$ cat src/rtl/irtx_pkg.sv
`default_nettype none
package irtx_pkg;

  // frame buffer depth and derived widths
  localparam int MAX_FRAME_BYTES = 16;
  localparam int LOAD_W = $clog2(MAX_FRAME_BYTES + 1);
  localparam int IDX_W  = (MAX_FRAME_BYTES > 1) ? $clog2(MAX_FRAME_BYTES) : 1;

  // configuration register indexes
  localparam logic [2:0] CFG_CARRIER_HIGH   = 3'd0;
  localparam logic [2:0] CFG_CARRIER_PERIOD = 3'd1;
  localparam logic [2:0] CFG_PULSES_UNIT    = 3'd2;
  localparam logic [2:0] CFG_LEADER_UNITS   = 3'd3;
  localparam logic [2:0] CFG_LEADER_SPACE   = 3'd4;
  localparam logic [2:0] CFG_ONE_SPACE      = 3'd5;
  localparam logic [2:0] CFG_ZERO_SPACE     = 3'd6;

  // configuration reset values
  localparam logic [7:0]  RST_CARRIER_HIGH   = 8'd20;
  localparam logic [7:0]  RST_CARRIER_PERIOD = 8'd26;
  localparam logic [7:0]  RST_PULSES_UNIT    = 8'd15;
  localparam logic [3:0]  RST_LEADER_UNITS   = 4'd8;
  localparam logic [15:0] RST_LEADER_SPACE   = 16'd1600;
  localparam logic [15:0] RST_ONE_SPACE      = 16'd1200;
  localparam logic [15:0] RST_ZERO_SPACE     = 16'd400;

  typedef enum logic [0:0] {
    OP_TICK = 1'b0,
    OP_LOAD = 1'b1
  } op_t;

  typedef struct packed {
    logic       opcode;
    logic [7:0] data_byte;
    logic       last_byte;
  } in_item_t;

  typedef struct packed {
    logic ir_level;
    logic busy_res;
    logic frame_done;
    logic rejected;
  } out_item_t;

  // classified beat handed from front to back
  typedef struct packed {
    op_t        op;
    logic [7:0] data_byte;
    logic       last_byte;
  } cmd_t;

  typedef enum logic [6:0] {
    PH_IDLE        = 7'b0000001,
    PH_LEAD_MARK   = 7'b0000010,
    PH_LEAD_SPACE  = 7'b0000100,
    PH_BIT_MARK    = 7'b0001000,
    PH_BIT_SPACE   = 7'b0010000,
    PH_TRAIL_MARK  = 7'b0100000,
    PH_TRAIL_SPACE = 7'b1000000
  } phase_t;

endpackage
`default_nettype wire

$ cat src/rtl/irtx_front.sv
`default_nettype none
module irtx_front
  import irtx_pkg::*;
(
  input  wire logic     clk,
  input  wire logic     rst_n,
  input  wire logic     push,
  input  wire in_item_t item,
  output logic          full,
  output logic          cmd_valid,
  output cmd_t          cmd,
  input  wire logic     cmd_take
);

  // two-entry queue of classified beats
  cmd_t       slot_r [2];
  logic       wr_ptr_r, wr_ptr_nxt;
  logic       rd_ptr_r, rd_ptr_nxt;
  logic [1:0] count_r, count_nxt;
  logic       do_push, do_pop;
  cmd_t       cls;

  // classify the incoming beat
  always_comb begin
    cls.op        = item.opcode ? OP_LOAD : OP_TICK;
    cls.data_byte = item.data_byte;
    cls.last_byte = item.last_byte;
  end

  assign full      = (count_r == 2'd2);
  assign cmd_valid = (count_r != 2'd0);
  assign cmd       = slot_r[rd_ptr_r];
  assign do_push   = push && !full;
  assign do_pop    = cmd_take && cmd_valid;

  always_comb begin
    wr_ptr_nxt = do_push ? ~wr_ptr_r : wr_ptr_r;
    rd_ptr_nxt = do_pop ? ~rd_ptr_r : rd_ptr_r;
    count_nxt  = count_r + {1'b0, do_push} - {1'b0, do_pop};
  end

  always_ff @(posedge clk) begin
    if (!rst_n) begin
      wr_ptr_r <= 1'b0;
      rd_ptr_r <= 1'b0;
      count_r  <= 2'd0;
    end else begin
      wr_ptr_r <= wr_ptr_nxt;
      rd_ptr_r <= rd_ptr_nxt;
      count_r  <= count_nxt;
    end
  end

  // payload storage
  always_ff @(posedge clk) begin
    if (do_push) begin
      slot_r[wr_ptr_r] <= cls;
    end
  end

endmodule
`default_nettype wire

$ cat src/rtl/irtx_back.sv
`default_nettype none
module irtx_back
  import irtx_pkg::*;
(
  input  wire logic        clk,
  input  wire logic        rst_n,
  input  wire logic        cfg_we,
  input  wire logic [2:0]  cfg_idx,
  input  wire logic [15:0] cfg_wdata,
  input  wire logic        cmd_valid,
  input  wire cmd_t        cmd,
  output logic             cmd_take,
  input  wire logic        res_full,
  output logic             res_push,
  output out_item_t        res
);

  // configuration registers
  logic [7:0]  ch_r, cp_r, ppu_r;
  logic [3:0]  lu_r;
  logic [15:0] lsp_r, osp_r, zsp_r;

  // frame state
  logic [7:0]        store_r [MAX_FRAME_BYTES];
  phase_t            phase_r, phase_nxt;
  logic [LOAD_W-1:0] loaded_r, loaded_nxt;
  logic [LOAD_W-1:0] send_r, send_nxt;
  logic [2:0]        bit_r, bit_nxt;
  logic [7:0]        ctc_r, ctc_nxt;
  logic [7:0]        pc_r, pc_nxt;
  logic [3:0]        uc_r, uc_nxt;
  logic [15:0]       space_r, space_nxt;
  logic [7:0]        shift_r, shift_nxt;

  logic              fire;
  logic              wr_en;
  logic [IDX_W-1:0]  wr_idx;
  logic [IDX_W-1:0]  rd_idx;
  logic [7:0]        period, ppu;
  logic [3:0]        lu;
  logic [8:0]        ctc_inc, pc_inc;
  logic [4:0]        uc_inc;
  logic [16:0]       sp_inc;
  logic [LOAD_W-1:0] sp1;
  logic              enter, fin;
  phase_t            enter_ph, fin_ph;
  logic [7:0]        shift_sh;

  function automatic logic [15:0] space_len(phase_t ph, logic lsb, logic [15:0] lead,
                                            logic [15:0] one, logic [15:0] zero);
    logic [15:0] len;
    len = one;
    if (ph == PH_LEAD_SPACE) begin
      len = lead;
    end else if (ph == PH_BIT_SPACE) begin
      len = lsb ? one : zero;
    end
    return len;
  endfunction

  assign fire     = cmd_valid && !res_full;
  assign cmd_take = fire;
  assign res_push = fire;

  // config write port
  always_ff @(posedge clk) begin
    if (!rst_n) begin
      ch_r  <= RST_CARRIER_HIGH;
      cp_r  <= RST_CARRIER_PERIOD;
      ppu_r <= RST_PULSES_UNIT;
      lu_r  <= RST_LEADER_UNITS;
      lsp_r <= RST_LEADER_SPACE;
      osp_r <= RST_ONE_SPACE;
      zsp_r <= RST_ZERO_SPACE;
    end else if (cfg_we) begin
      unique case (cfg_idx)
        CFG_CARRIER_HIGH:   ch_r  <= cfg_wdata[7:0];
        CFG_CARRIER_PERIOD: cp_r  <= cfg_wdata[7:0];
        CFG_PULSES_UNIT:    ppu_r <= cfg_wdata[7:0];
        CFG_LEADER_UNITS:   lu_r  <= cfg_wdata[3:0];
        CFG_LEADER_SPACE:   lsp_r <= cfg_wdata;
        CFG_ONE_SPACE:      osp_r <= cfg_wdata;
        CFG_ZERO_SPACE:     zsp_r <= cfg_wdata;
        default: ;
      endcase
    end
  end

  // effective carrier/unit settings, zero treated as minimum
  always_comb begin
    period = (cp_r > ch_r) ? cp_r : ch_r;
    if (period == 8'd0) begin
      period = 8'd1;
    end
    ppu = (ppu_r == 8'd0) ? 8'd1 : ppu_r;
    lu  = (lu_r == 4'd0) ? 4'd1 : lu_r;
  end

  // one step of the frame sequencer per beat
  always_comb begin
    phase_nxt  = phase_r;
    loaded_nxt = loaded_r;
    send_nxt   = send_r;
    bit_nxt    = bit_r;
    ctc_nxt    = ctc_r;
    pc_nxt     = pc_r;
    uc_nxt     = uc_r;
    space_nxt  = space_r;
    shift_nxt  = shift_r;
    res        = '0;
    wr_en      = 1'b0;
    wr_idx     = loaded_r[IDX_W-1:0];
    enter      = 1'b0;
    enter_ph   = phase_r;
    fin        = 1'b0;
    fin_ph     = phase_r;
    ctc_inc    = {1'b0, ctc_r} + 9'd1;
    pc_inc     = {1'b0, pc_r} + 9'd1;
    uc_inc     = {1'b0, uc_r} + 5'd1;
    sp_inc     = {1'b0, space_r} + 17'd1;
    sp1        = send_r + LOAD_W'(1);
    shift_sh   = {1'b0, shift_r[7:1]};
    rd_idx     = '0;

    if (fire) begin
      if (cmd.op == OP_LOAD) begin
        if (phase_r != PH_IDLE) begin
          res.rejected = 1'b1;
        end else begin
          if (loaded_r >= LOAD_W'(MAX_FRAME_BYTES)) begin
            res.rejected = 1'b1;
          end else begin
            wr_en      = 1'b1;
            loaded_nxt = loaded_r + LOAD_W'(1);
          end
          if (cmd.last_byte && (loaded_nxt != '0)) begin
            phase_nxt = PH_LEAD_MARK;
            send_nxt  = '0;
            bit_nxt   = '0;
            ctc_nxt   = '0;
            pc_nxt    = '0;
            uc_nxt    = '0;
            space_nxt = '0;
            shift_nxt = '0;
          end
        end
        res.busy_res = (phase_nxt != PH_IDLE);
      end else if (phase_r != PH_IDLE) begin
        res.busy_res = 1'b1;
        unique case (phase_r) inside
          PH_LEAD_MARK, PH_BIT_MARK, PH_TRAIL_MARK: begin
            res.ir_level = (ctc_r < ch_r);
            ctc_nxt      = ctc_inc[7:0];
            if (ctc_inc >= {1'b0, period}) begin
              ctc_nxt = '0;
              pc_nxt  = pc_inc[7:0];
              if (pc_inc >= {1'b0, ppu}) begin
                pc_nxt = '0;
                if (phase_r == PH_LEAD_MARK) begin
                  uc_nxt = uc_inc[3:0];
                  if (uc_inc >= {1'b0, lu}) begin
                    uc_nxt   = '0;
                    enter    = 1'b1;
                    enter_ph = PH_LEAD_SPACE;
                  end
                end else if (phase_r == PH_BIT_MARK) begin
                  enter    = 1'b1;
                  enter_ph = PH_BIT_SPACE;
                end else begin
                  enter    = 1'b1;
                  enter_ph = PH_TRAIL_SPACE;
                end
              end
            end
          end
          PH_LEAD_SPACE, PH_BIT_SPACE, PH_TRAIL_SPACE: begin
            space_nxt = sp_inc[15:0];
            if (sp_inc >= {1'b0, space_len(phase_r, shift_r[0], lsp_r, osp_r, zsp_r)}) begin
              fin    = 1'b1;
              fin_ph = phase_r;
            end
          end
          default: ;
        endcase

        // entering a space; an empty space finishes at once
        if (enter) begin
          phase_nxt = enter_ph;
          space_nxt = '0;
          if (space_len(enter_ph, shift_r[0], lsp_r, osp_r, zsp_r) == 16'd0) begin
            fin    = 1'b1;
            fin_ph = enter_ph;
          end
        end

        // end of a space
        if (fin) begin
          space_nxt = '0;
          rd_idx    = (fin_ph == PH_LEAD_SPACE) ? '0 : sp1[IDX_W-1:0];
          if (fin_ph == PH_LEAD_SPACE) begin
            send_nxt  = '0;
            shift_nxt = store_r[rd_idx];
            bit_nxt   = '0;
            phase_nxt = PH_BIT_MARK;
          end else if (fin_ph == PH_BIT_SPACE) begin
            if (bit_r == 3'd7) begin
              send_nxt = sp1;
              if (sp1 >= loaded_r) begin
                phase_nxt = PH_TRAIL_MARK;
                shift_nxt = shift_sh;
              end else begin
                shift_nxt = store_r[rd_idx];
                bit_nxt   = '0;
                phase_nxt = PH_BIT_MARK;
              end
            end else begin
              bit_nxt   = bit_r + 3'd1;
              shift_nxt = shift_sh;
              phase_nxt = PH_BIT_MARK;
            end
          end else begin
            phase_nxt      = PH_IDLE;
            loaded_nxt     = '0;
            send_nxt       = '0;
            bit_nxt        = '0;
            shift_nxt      = '0;
            res.frame_done = 1'b1;
          end
        end
      end
    end
  end

  always_ff @(posedge clk) begin
    if (!rst_n) begin
      phase_r  <= PH_IDLE;
      loaded_r <= '0;
      send_r   <= '0;
      bit_r    <= '0;
      ctc_r    <= '0;
      pc_r     <= '0;
      uc_r     <= '0;
      space_r  <= '0;
      shift_r  <= '0;
    end else begin
      phase_r  <= phase_nxt;
      loaded_r <= loaded_nxt;
      send_r   <= send_nxt;
      bit_r    <= bit_nxt;
      ctc_r    <= ctc_nxt;
      pc_r     <= pc_nxt;
      uc_r     <= uc_nxt;
      space_r  <= space_nxt;
      shift_r  <= shift_nxt;
    end
  end

  // frame byte buffer
  always_ff @(posedge clk) begin
    if (wr_en) begin
      store_r[wr_idx] <= cmd.data_byte;
    end
  end

endmodule
`default_nettype wire

$ cat src/rtl/irtx_outq.sv
`default_nettype none
module irtx_outq
  import irtx_pkg::*;
(
  input  wire logic      clk,
  input  wire logic      rst_n,
  input  wire logic      push,
  input  wire out_item_t item,
  output logic           full,
  output logic           empty,
  output out_item_t      head,
  input  wire logic      pop
);

  // two-entry result queue
  out_item_t  slot_r [2];
  logic       wr_ptr_r, wr_ptr_nxt;
  logic       rd_ptr_r, rd_ptr_nxt;
  logic [1:0] count_r, count_nxt;
  logic       do_push, do_pop;

  assign full    = (count_r == 2'd2);
  assign empty   = (count_r == 2'd0);
  assign head    = slot_r[rd_ptr_r];
  assign do_push = push && !full;
  assign do_pop  = pop && !empty;

  always_comb begin
    wr_ptr_nxt = do_push ? ~wr_ptr_r : wr_ptr_r;
    rd_ptr_nxt = do_pop ? ~rd_ptr_r : rd_ptr_r;
    count_nxt  = count_r + {1'b0, do_push} - {1'b0, do_pop};
  end

  always_ff @(posedge clk) begin
    if (!rst_n) begin
      wr_ptr_r <= 1'b0;
      rd_ptr_r <= 1'b0;
      count_r  <= 2'd0;
    end else begin
      wr_ptr_r <= wr_ptr_nxt;
      rd_ptr_r <= rd_ptr_nxt;
      count_r  <= count_nxt;
    end
  end

  always_ff @(posedge clk) begin
    if (do_push) begin
      slot_r[wr_ptr_r] <= item;
    end
  end

endmodule
`default_nettype wire

$ cat src/rtl/ir_remote_frame_transmitter.sv
`default_nettype none
// A pushed beat is stored in the front queue, executed by the back end and its result
// stored in the result queue, whose head drives out_data; a full result queue stalls.
// Throughput: one beat per cycle while the result queue has room; the frame sequencer
// does one tick or one byte load per beat, with two-entry queues on both sides.
// Reset: synchronous, active low; both queues empty, sequencer idle, buffer count
// zero, config registers to their defaults. Buffer contents are not cleared.
module ir_remote_frame_transmitter
  import irtx_pkg::*;
(
  input  wire logic        clk,
  input  wire logic        rst_n,
  input  wire logic        in_push,
  input  wire in_item_t    in_data,
  output logic             in_full,
  output logic             out_empty,
  output out_item_t        out_data,
  input  wire logic        out_pop,
  input  wire logic        cfg_valid,
  output logic             cfg_ready,
  input  wire logic [2:0]  cfg_index,
  input  wire logic [15:0] cfg_data
);

  logic      cmd_valid, cmd_take;
  cmd_t      cmd;
  logic      res_push, res_full;
  out_item_t res;

  assign cfg_ready = 1'b1;

  irtx_front u_front (
    .clk       (clk),
    .rst_n     (rst_n),
    .push      (in_push),
    .item      (in_data),
    .full      (in_full),
    .cmd_valid (cmd_valid),
    .cmd       (cmd),
    .cmd_take  (cmd_take)
  );

  irtx_back u_back (
    .clk       (clk),
    .rst_n     (rst_n),
    .cfg_we    (cfg_valid && cfg_ready),
    .cfg_idx   (cfg_index),
    .cfg_wdata (cfg_data),
    .cmd_valid (cmd_valid),
    .cmd       (cmd),
    .cmd_take  (cmd_take),
    .res_full  (res_full),
    .res_push  (res_push),
    .res       (res)
  );

  irtx_outq u_outq (
    .clk   (clk),
    .rst_n (rst_n),
    .push  (res_push),
    .item  (res),
    .full  (res_full),
    .empty (out_empty),
    .head  (out_data),
    .pop   (out_pop)
  );

endmodule
`default_nettype wire
$ cat config.mk
export PLATFORM = sky130hd
export DESIGN_NAME = ir_remote_frame_transmitter
export DESIGN_NICKNAME = d
export VERILOG_FILES = /design/src/rtl/irtx_pkg.sv /design/src/rtl/irtx_front.sv /design/src/rtl/irtx_back.sv /design/src/rtl/irtx_outq.sv /design/src/rtl/ir_remote_frame_transmitter.sv
export SDC_FILE = /design/constraint.sdc
export NUM_CORES = 1
export LEC_CHECK = 0
export BUFFER_PORTS_ARGS = -buffer_cell sky130_fd_sc_hd__buf_2
export CAP_MARGIN = 20
export CORE_ASPECT_RATIO = 0.9
export CORE_MARGIN = 2
export CORE_UTILIZATION = 55
export DETAILED_ROUTE_END_ITERATION = 10
export MAX_ROUTING_LAYER = met4
export PLACE_DENSITY = 0.8
export SYNTH_ARGS = -nofsm -noshare
export SYNTH_HDL_FRONTEND = slang
export SYNTH_SLANG_ARGS = --single-unit
export TNS_END_PERCENT = 20
$ cat constraint.sdc
create_clock -name clk -period 5.3 [get_ports clk]
set_input_delay 0.795 -clock clk [delete_from_list [all_inputs] [get_ports clk]]
set_output_delay 0.795 -clock clk [all_outputs]
set_load 0.05 [all_outputs]
==> results.md, run 1 <==
* Average size of a mapped cell at 10.1 um^2
* Critical path type: reg2reg
* Area occupied by multi-input gates at 7100 um^2
* Max_cap viols at 0
* Fin nets at 1640
* GRT Residual Overflow at 0
* Post-Syn Instances at 1510
* Register Area at 7690 um^2
* Hold Crit Class: in2reg
* Hold Slack at 407 ps
* Routed wire length at 37400 um
* Syn nets at 1617
* Synth Flop Type: edfxtp_1
* Post-synth EDFFs at 156
* Worst reg2reg path depth at 21
* Crit Reg-Reg Endpoint: u_back.loaded_r[0]
* Iter 0 DRT Violations at 1241
* Worst Skew at 17.4 ps
* Gr usage total at 26.2%
* Core Footprint at 27100 um^2
* Clk buf depth at 3
* Clock Tree Root: clkbuf_16
* Final Setup Violations at 0
* Die H at 162 um
* Initial antenna violation count at 0
* Yosys cell types at 78
* GP Congestion at 0.925
* Outcome: finished clean
* Fillers at 2147
* Initial core utilization at 56.2%
* Worst VDD drop at 0.000410 V
* Chip width at 179 um
* Critical path peak fanout at 6
* Ys Warns at 0
* Crit path required time at 5770 ps
* Final Cycle Share at 94.4%
* Share of cells above drive strength 1 at 11.2%
* Area contributors post-synth: edfxtp_1 31%, dfxtp_1 20%, ha_1 6.0%
* Clock transition at path regs at 70 ps
* Lkg Pwr at 0.00614 uW
* First-pass GRT wire length at 59600 um
* Arr. time, crit path at 5470 ps
* RSZ-0062 raised after global routing: no
* Total CTS buffers at 31
* Hold Fails Final Rpt at 0
* Sequential area share after synthesis at 50.4%
* Ant diodes at 0
* Detailed Place HPWL at 25200 um
* Yosys reg bits at 306
* Pwr Total at 6010 uW
* Reg2reg start: u_back.ch_r[3]
* Top cell type's share of synthesized area at 30.7%
* Crit start category: flop
* Drt pass-1 iters at 5
* Via Count at 11700
* Clk_lat worst skew at 580 ps
* Post-route cell area at 16800 um^2
* FF-to-FF setup slack at 300 ps
* Post-synthesis cell area at 15200 um^2
* DRC Markers at 0
* Synthesis-to-layout area growth at 10.3%
* Row cnt at 57
* Average via count per standard cell at 6.13
* Worst slew margin at 25.5%
* Crit. End Element: flop
* DIE AREA at 29100 um^2
* Sinks on Clock Net at 306
* CTS tree: built
* Routed length per instance at 19.6 um
* Largest net degree at the start of global routing at 74
* Worst Max-Slew Pin Slew at 1110 ps
* Slew Limit Fails at 0
* # IOs at 41
* PortBufs at 39
* Async SR Flop Fraction at 0%
* Setup crit end: u_back.loaded_r[0]
* Fmax at 200 MHz
* Critical path launch point: u_back.ch_r[3]
* Power Density at 357 nW/um^2
* Area leader, netlist: edfxtp_1
* H-tree lvl count at 1
* Routed Antenna Nets at 0
* Cts hold-fix bufs at 0
* Min Tclk post-route at 5000 ps
* Post-Place Cell Area at 15800 um^2
* Vias in the first global route at 11300
## cells by family (layout without fill, tap and decap cells)
group / count (synthesis) / in the layout / synth area share (%)
DFF: 306 / 306 / 50.4
AOI/OAI and AO/OA: 309 / 309 / 12.8
muxes: 92 / 92 / 7.93
buffers and inverters: 128 / 174 / 3.28
adders and majority gates: 73 / 73 / 5.99
and+or+nand+nor: 561 / 561 / 17.3
xor gates and xnor gates: 40 / 40 / 2.30
other: 1 / 1 / 0.0246
## how the worst min path moves through the flow
stage | cells after the start | startpoint | to | slack (ps)
after floorplan | 2 | u_back.bit_r[1] | u_back.bit_r[1] | 440
after global placement | 2 | u_back.bit_r[1] | u_back.bit_r[1] | 450
after detailed placement | 2 | u_back.zsp_r[0] | u_back.zsp_r[0] | 460
after CTS | 1 | in_data[6] | u_front.slot_r[1][6] | 390
after global routing | 1 | in_data[6] | u_front.slot_r[0][6] | 390
final | 1 | in_data[6] | u_front.slot_r[1][6] | 410
## sequential cells by signal, indices dropped and copies added, names as in the netlist, 8 cells and up, named ones only
name	count
u_back.ch_r	8
u_back.ctc_r	8
u_front.slot_r	20
u_back.osp_r	16
u_back.cp_r	8
u_back.pc_r	8
u_back.space_r	16
u_back.store_r	128
u_back.zsp_r	16
u_back.ppu_r	8
u_outq.slot_r	8
u_back.shift_r	8
u_back.lsp_r	16
## worst max-delay path, stage by stage, from the launching register on
cell and delay (ps):
dfxtp_1 350, inv_1 80, ha_1 310, nand3_1 120, o22ai_1 140, o21bai_1 90, a22oi_2 210, buf_4 180
mux2i_1 290, nand4_1 110, o21ai_0 210, ha_1 250, nand2b_1 140, a211o_1 300, a211oi_2 380, nor4_2 140
or2_2 320, a2bb2oi_1 260, o221a_4 260, o211a_2 300, nor2_1 90, o311a_1 340
## through the flow
stage / std cells / setup slack [ps] / util (%) / TNS (ps)
floorplan: 1510 / 242 / - / 0
global placement: 1846 / -108 / 58.1 / -1380
detailed placement: 1847 / -264 / 58.1 / -6020
CTS: 1903 / 33.9 / 61.8 / 0
global route: 1910 / 28.0 / 62.0 / 0
finish: 1910 / 296 / 62.0 / 0
## layout by cell type (no fill, tap or decap), types with 17 or more instances in the layout
cell,count
clkbuf_16,31
dfxtp_1,149
edfxtp_1,156
nor2_1,113
xor2_1,17
mux2i_1,53
nand2b_1,18
o21ai_0,51
nand2_1,228
mux4_2,19
nor3_1,22
nand3_1,53
ha_1,73
nor2b_1,18
buf_4,27
nand4_1,18
a21oi_1,121
xnor2_1,23
nor4_1,17
a21boi_0,21
buf_2,41
inv_1,47
## layout make-up
class	count	share of cell area (%)
multi-input cells	1076	42.2
repair buffers	69	2.46
flip-flops and latches	306	45.7
inverters	49	1.09
clock inverters	17	0.908
clock buffers	39	4.91
well taps	354	2.64
## routing by layer
| metal | global-route usage, % | vias up | part of all wire, % |
|---|---|---|---|
| li1 | - | 5519 | - |
| met1 | 34.8 | 5613 | 43 |
| met2 | 41.8 | 507 | 47 |
| met3 | 4.46 | 65 | 8.0 |
| met4 | 7.24 | 0 | 2.4 |
| met5 | - | - | 0 |
## power by group
group	switching (uW)	total, uW	internal, uW
Sequential	80.7	2810	2730
Combinational	766	1080	317
Clock	919	2120	1200
Total	1770	6010	4240
## cell usage after synthesis (47+ instances only)
cell and number:
clkbuf_1 70, nand2_1 228, o21ai_0 51, inv_1 47, edfxtp_1 156, ha_1 73, nand3_1 53, dfxtp_1 150
mux2i_1 54, nor2_1 113, a21oi_1 121
## repair_timing
item                                    4_1_cts  5_1_grt
resized for setup                             1        5
buffers inserted                              0        3
endpoints found under the setup margin       41       40
pin swaps                                     0        1
Note: power is estimated with default switching activity, not from simulation.
==> inputs of run 2 (changes only) <==
CORE_UTILIZATION = 57   (was 55)
PLACE_DENSITY = 0.83   (was 0.8)
==> run 2 against run 1 <==
Compared with the run above: critical path depth is 2 lower; setup slack gained 69 ps; final cell count shrank 0.26%; global-route usage up 0.66 points; power up 4.3%; die area decreased by 3.4%; highest routed layer unchanged.
==> results.md, run 2 (synthesis gave the netlist of run 1 again) <==
* Critical path type: reg2reg
* Share of cells above drive strength 1 at 11.9%
* Drt pass-1 iters at 8
* Final Setup Violations at 0
* Outcome: finished clean
* Slew Limit Fails at 0
* Worst reg2reg path depth at 19
* Routed length per instance at 19.3 um
* Biggest registers after layout: u_back.store_r (128), u_front.slot_r (20)
* Placed cell count at 1841
* Setup crit end: u_back.space_r[5]
* Crit start category: flop
* Clock Tree Root: clkbuf_16
* Max FFs per register at 128
* Initial core utilization at 58.2%
* Average via count per standard cell at 6.15
* DRC Markers at 0
* Core Footprint at 26200 um^2
* Clk buf depth at 3
* Arr. time, crit path at 5350 ps
* Row cnt at 56
* Worst VDD drop at 0.000389 V
* GRT Residual Overflow at 0
* Final TNS setup at 0 ps
* DIE AREA at 28100 um^2
* Clock transition at path regs at 60 ps
* Crit Reg-Reg Endpoint: u_back.space_r[5]
* PortBufs at 39
* Critical path peak fanout at 27
* Worst Max-Slew Pin Slew at 1100 ps
* Worst Skew at 25.6 ps
* Post-route insts no fill at 1905
* Fin nets at 1639
* # IOs at 41
* Max_cap viols at 0
* Largest Register: u_back.store_r
* Min Tclk post-route at 4940 ps
* Hold Crit Class: in2reg
* Crit. End Element: flop
* Initial antenna violation count at 0
* Final Cycle Share at 93.1%
* Cts hold-fix bufs at 0
* Gr usage total at 26.8%
* Power Density at 369 nW/um^2
* Crit path required time at 5710 ps
* First-pass GRT wire length at 58900 um
* Sinks on Clock Net at 306
* Clk_lat worst skew at 580 ps
* Commonest non-fill, non-tap cell in the layout: nand2_1
* GP Congestion at 0.919
* RSZ-0062 raised after global routing: no
* Post-Place Cell Area at 15700 um^2
* FF-to-FF setup slack at 360 ps
* Total CTS buffers at 31
* Most frequent cells in the layout: 228 x nand2_1, 156 x edfxtp_1, 149 x dfxtp_1, 121 x a21oi_1, 112 x nor2_1
* Worst slew margin at 25.9%
* CTS tree: built
* Via Count at 11700
* H-tree lvl count at 1
* Hold Fails Final Rpt at 0
* Vias in the first global route at 11200
* Routed wire length at 36800 um
* Detailed Place HPWL at 24800 um
* Lkg Pwr at 0.00623 uW
* Ant diodes at 0
* Fmax at 203 MHz
* Synthesis-to-layout area growth at 11.3%
* Iter 0 DRT Violations at 1225
* Die H at 159 um
* Largest net degree at the start of global routing at 60
* Chip width at 176 um
* Post-route cell area at 17000 um^2
* Routed Antenna Nets at 0
[run 2: changes by cell type in the layout (fill, tap and decap cells not counted), moves of 2 or more]
cell / change
clkinv_1: -6
clkinv_2: +6
bufinv_16: +5
clkbuf_1: -4
buf_4: -3
clkbuf_4: +2
inv_6: +2
[run 2: final cells by class]
class / instances / area, um^2
timing repair buffer: 68 / 412
sequential: 306 / 7690
fill: 2025 / 9240
clock buffer: 36 / 825
multi-input combinational: 1076 / 7100
clock inverter: 22 / 314
inverter: 49 / 184
tap: 348 / 435
[run 2: how the worst min path moves through the flow]
stage / startpoint / to / cells past startpoint
floorplan: u_back.bit_r[1] / u_back.bit_r[1] / 2
global placement: u_back.bit_r[1] / u_back.bit_r[1] / 2
detailed placement: u_back.bit_r[1] / u_back.bit_r[1] / 2
CTS: in_data[3] / u_front.slot_r[0][3] / 1
global route: in_data[3] / u_front.slot_r[0][3] / 1
finish: in_data[3] / u_front.slot_r[0][3] / 1
[run 2: report_power, final]
group          leakage (uW)  internal [uW]  switching [uW]
Combinational       0.00304            313             751
Sequential          0.00263           2730            75.4
Clock              0.000563           1460             937
[run 2: critical path, cell delays in order (launching register included)]
cell and delay [ps]:
dfxtp_1 390, nor4_1 490, nand2b_1 200, nor4_4 160, buf_4 330, mux2i_1 260
nor2_1 60, a21oi_1 140, ha_1 260, a21o_1 160, a21o_1 170, a221o_1 350
a211oi_1 480, o22ai_1 200, or3_4 420, o21ai_2 120, buf_4 280, nor2_2 120
nand3b_1 110, a21oi_1 70
[run 2: timing repair]
| action | 4_1_cts | 5_1_grt |
|---|---|---|
| setup buffers | 0 | 2 |
| gates resized for setup | 0 | 7 |
| endpoints found under the setup margin | 0 | 38 |
[run 2: routing by layer]
metal | vias to the layer above | track usage, % | routed length, um
met5 | - | - | 0
met3 | 85 | 3.65 | 2920
met2 | 536 | 41.1 | 16800
met1 | 5572 | 37.7 | 16000
met4 | 0 | 7.40 | 1050
li1 | 5516 | - | -
[run 2: metrics by stage]
step	worst slack [ps]	utilization [%]	power (uW)	hold WS, ps
CTS	54.7	64.4	6270	392
global placement	191	60.0	3840	447
finish	365	64.7	6260	404
detailed placement	87.6	60.1	3880	453
floorplan	242	-	3570	438
global route	72.1	64.7	6500	392
==> inputs of run 3 (changes only) <==
ABC_AREA = 1   (was default)
clock period = 4.5 ns   (was 5.3 ns; I/O delays follow)
==> run 3 against run 2 <==
Compared with the run above: clock power is 13% higher; sequential share of layout area is 3.1 points lower; global-route usage rose by 0.80 points; count of clock-buffer cells in the layout grew 1; fmax increased by 10%; final area rose by 7.6%; utilization is 4.7 points higher; non-clock buffer count increased by 43; die area grew 0.57%; worst hold slack got worse by 110 ps; synthesized area rose by 0.58%; critical endpoint is now u_back.shift_r[0].
==> results.md, run 3 <==
* Gr usage total at 27.6%
* Sequential area share after synthesis at 50.1%
* H-tree lvl count at 1
* Synthesis-to-layout area growth at 19.0%
* Sw Pwr at 2820 uW
* FF-to-FF setup slack at 20 ps
* Via Count at 13200
* GP Congestion at 0.918
* Routed wire length at 39800 um
* Largest net degree at the start of global routing at 101
* Worst Max-Slew Pin Slew at 968 ps
* Worst hold path startpoint: in_data[1]
* Post-route cell area at 18300 um^2
* PortBufs at 39
* Post-Place Cell Area at 16000 um^2
* Lkg Pwr at 0.00749 uW
* Area leader, netlist: edfxtp_1
* Die H at 160 um
* Final Setup Violations at 0
* Yosys cell types at 57
* Worst reg2reg path depth at 35
* Sequential power share at 40.6%
* Cts hold-fix bufs at 0
* Detailed Place HPWL at 25100 um
* Fmax at 223 MHz
* Slew Limit Fails at 0
* DRC Markers at 0
* Iter 0 DRT Violations at 1559
* Top cell type's share of synthesized area at 30.6%
* Total CTS buffers at 31
* Clk_lat worst skew at 570 ps
* Crit path required time at 4960 ps
* Largest stage delay on the critical path at 340 ps
* Row cnt at 56
* Clock transition at path regs at 60 ps
* Sinks on Clock Net at 306
* Chip width at 177 um
* Worst VDD drop at 0.000465 V
* Average via count per standard cell at 5.89
* Power Density at 461 nW/um^2
* Core Footprint at 26300 um^2
* First-pass GRT wire length at 61600 um
* Hold Fails Final Rpt at 0
* Area contributors post-synth: edfxtp_1 31%, dfxtp_1 20%, nand2_1 8.5%
* GRT Residual Overflow at 0
* Arr. time, crit path at 4940 ps
* Worst slew margin at 35.2%
* Worst Skew at 14.1 ps
* WHS Path Cells at 1
* Outcome: finished clean
* Drt pass-1 iters at 5
* Post-Syn Instances at 1788
* Clock share of power at 32.1%
* Routed length per instance at 17.8 um
* Async SR Flop Fraction at 0%
* Yosys reg bits at 306
* Initial core utilization at 58.3%
* Crit Reg-Reg Endpoint: u_back.shift_r[0]
* Crit. End Element: flop
* Average size of a mapped cell at 8.57 um^2
* CTS tree: built
* Int Power at 5610 uW
* Critical path type: reg2reg
* Comb power frac at 27.3%
* Top-count cell post-synth: nand2_1
* Critical path peak fanout at 8
* Hold Crit Class: in2reg
* Switching part of the total power at 33.4%
* Most frequent cells in the layout: 316 x nand2_1, 166 x nor2_1, 156 x edfxtp_1, 151 x inv_1, 141 x dfxtp_1
* Crit start category: flop
* DIE AREA at 28200 um^2
* Max FFs per register at 128
* Biggest registers after layout: u_back.store_r (128), u_front.slot_r (20)
* Synth Flop Type: edfxtp_1
* RSZ-0062 raised after global routing: yes
* Ys Warns at 0
* Max_cap viols at 0
* Routed Antenna Nets at 0
* Share of cells above drive strength 1 at 18.4%
* Ant diodes at 0
* Top cells by count, synth: 347 x nand2_1, 172 x nor2_1, 171 x nand3_1, 163 x inv_1, 156 x edfxtp_1
* Vias in the first global route at 12300
* Final TNS setup at 0 ps
* Reg2reg start: u_back.ch_r[1]
* Fin nets at 1973
* Final Cycle Share at 99.6%
* Post-synth EDFFs at 156
* Worst hold path endpoint: u_front.slot_r[1][1]
* Syn nets at 1895
* Most used cell, CP: nand2_1
* Clock Tree Root: clkbuf_16
* Initial antenna violation count at 0
* Worst path slowest cell: dfxtp_2
* Post-synthesis cell area at 15300 um^2
* Min Tclk post-route at 4480 ps
* Largest Register: u_back.store_r
* Commonest non-fill, non-tap cell in the layout: nand2_1
* Clk buf depth at 3
* # IOs at 41
run 3: cell types whose count changed after synthesis, moves of 19 or more:
cell	change
a21boi_0	-19
mux2i_1	-54
clkbuf_1	-28
nor2_1	+59
nand2_1	+119
o21ai_0	+97
inv_1	+116
mux4_2	-19
nand3_1	+118
run 3: logic make-up (layout without fill, tap and decap cells):
logic type / after synthesis / count (layout) / share of synthesized area, %
AND/OR/NAND/NOR: 771 / 772 / 22.0
AO/OA/AOI/OAI: 353 / 353 / 13.2
flip-flops: 306 / 306 / 50.1
buffers and inverters: 248 / 350 / 6.50
adder cells (fa/ha/maj): 73 / 73 / 5.96
XOR/XNOR: 32 / 32 / 1.83
multiplexers: 4 / 4 / 0.294
other: 1 / 1 / 0.0245
run 3: routing by layer:
metal | global-route usage (%) | routed length [um] | share of wire (%)
met5 | - | 0 | 0
met4 | 6.31 | 688 | 1.7
met3 | 3.75 | 3240 | 8.1
met2 | 42.9 | 18700 | 47
met1 | 38.7 | 17200 | 43
run 3: what timing repair did:
action | CTS | global route
pin swaps | 12 | 50
cloned | 4 | 7
setup buffers | 7 | 15
resized for setup | 34 | 162
setup endpoints to repair | 14 | 44
run 3: cell type report:
class | count | area (um^2)
clock inverter | 21 | 258
multi-input combinational | 1235 | 7300
timing repair buffer | 111 | 1060
fill | 1905 | 8020
clock buffer | 37 | 798
tap | 348 | 435
sequential | 306 | 7700
inverter | 181 | 694
run 3: worst max path at each step:
| stage | start | end | slack (ps) | depth (start not counted) |
|---|---|---|---|---|
| detailed placement | u_back.ch_r[1] | u_back.shift_r[0] | -220 | 32 |
| floorplan | u_back.ch_r[7] | u_back.shift_r[7] | 360 | 31 |
| finish | u_back.ch_r[1] | u_back.shift_r[0] | 20 | 35 |
| global route | u_back.ch_r[1] | u_back.shift_r[6] | -290 | 36 |
| global placement | u_back.ch_r[1] | u_back.shift_r[0] | -170 | 32 |
| CTS | u_back.ch_r[1] | u_back.shift_r[0] | -10 | 37 |
run 3: power groups by stage:
stage / Sequential [uW] / Clock, uW / Combinational, uW
6_report: 3420 / 2710 / 2300
5_1_grt: 3440 / 2820 / 2520
4_1_cts: 3410 / 2710 / 2010
3_5_place_dp: 3470 / 0 / 1950
2_1_floorplan: 3420 / 0 / 1390
3_3_place_gp: 3460 / 0 / 1900
run 3: worst max-delay path, delay by kind of cell, from the launching register on:
family                     cells  cell delay, ps
AOI/OAI and AO/OA              8             890
DFF                            1             340
buffers and inverters          5             650
adders and majority gates      2             600
and+or+nand+nor               20            1860
run 3: stage by stage:
| step | setup slack, ps | utilization [%] | power, uW | hold slack, ps | cells |
|---|---|---|---|---|---|
| 2_1_floorplan | 361 | - | 4810 | 424 | 1788 |
| 3_3_place_gp | -168 | 60.8 | 5360 | 432 | 2147 |
| 3_5_place_dp | -217 | 60.9 | 5420 | 447 | 2148 |
| 4_1_cts | -13.8 | 65.9 | 8140 | 281 | 2217 |
| 5_1_grt | -289 | 69.5 | 8780 | 288 | 2239 |
| 6_report | 19.6 | 69.5 | 8420 | 293 | 2239 |
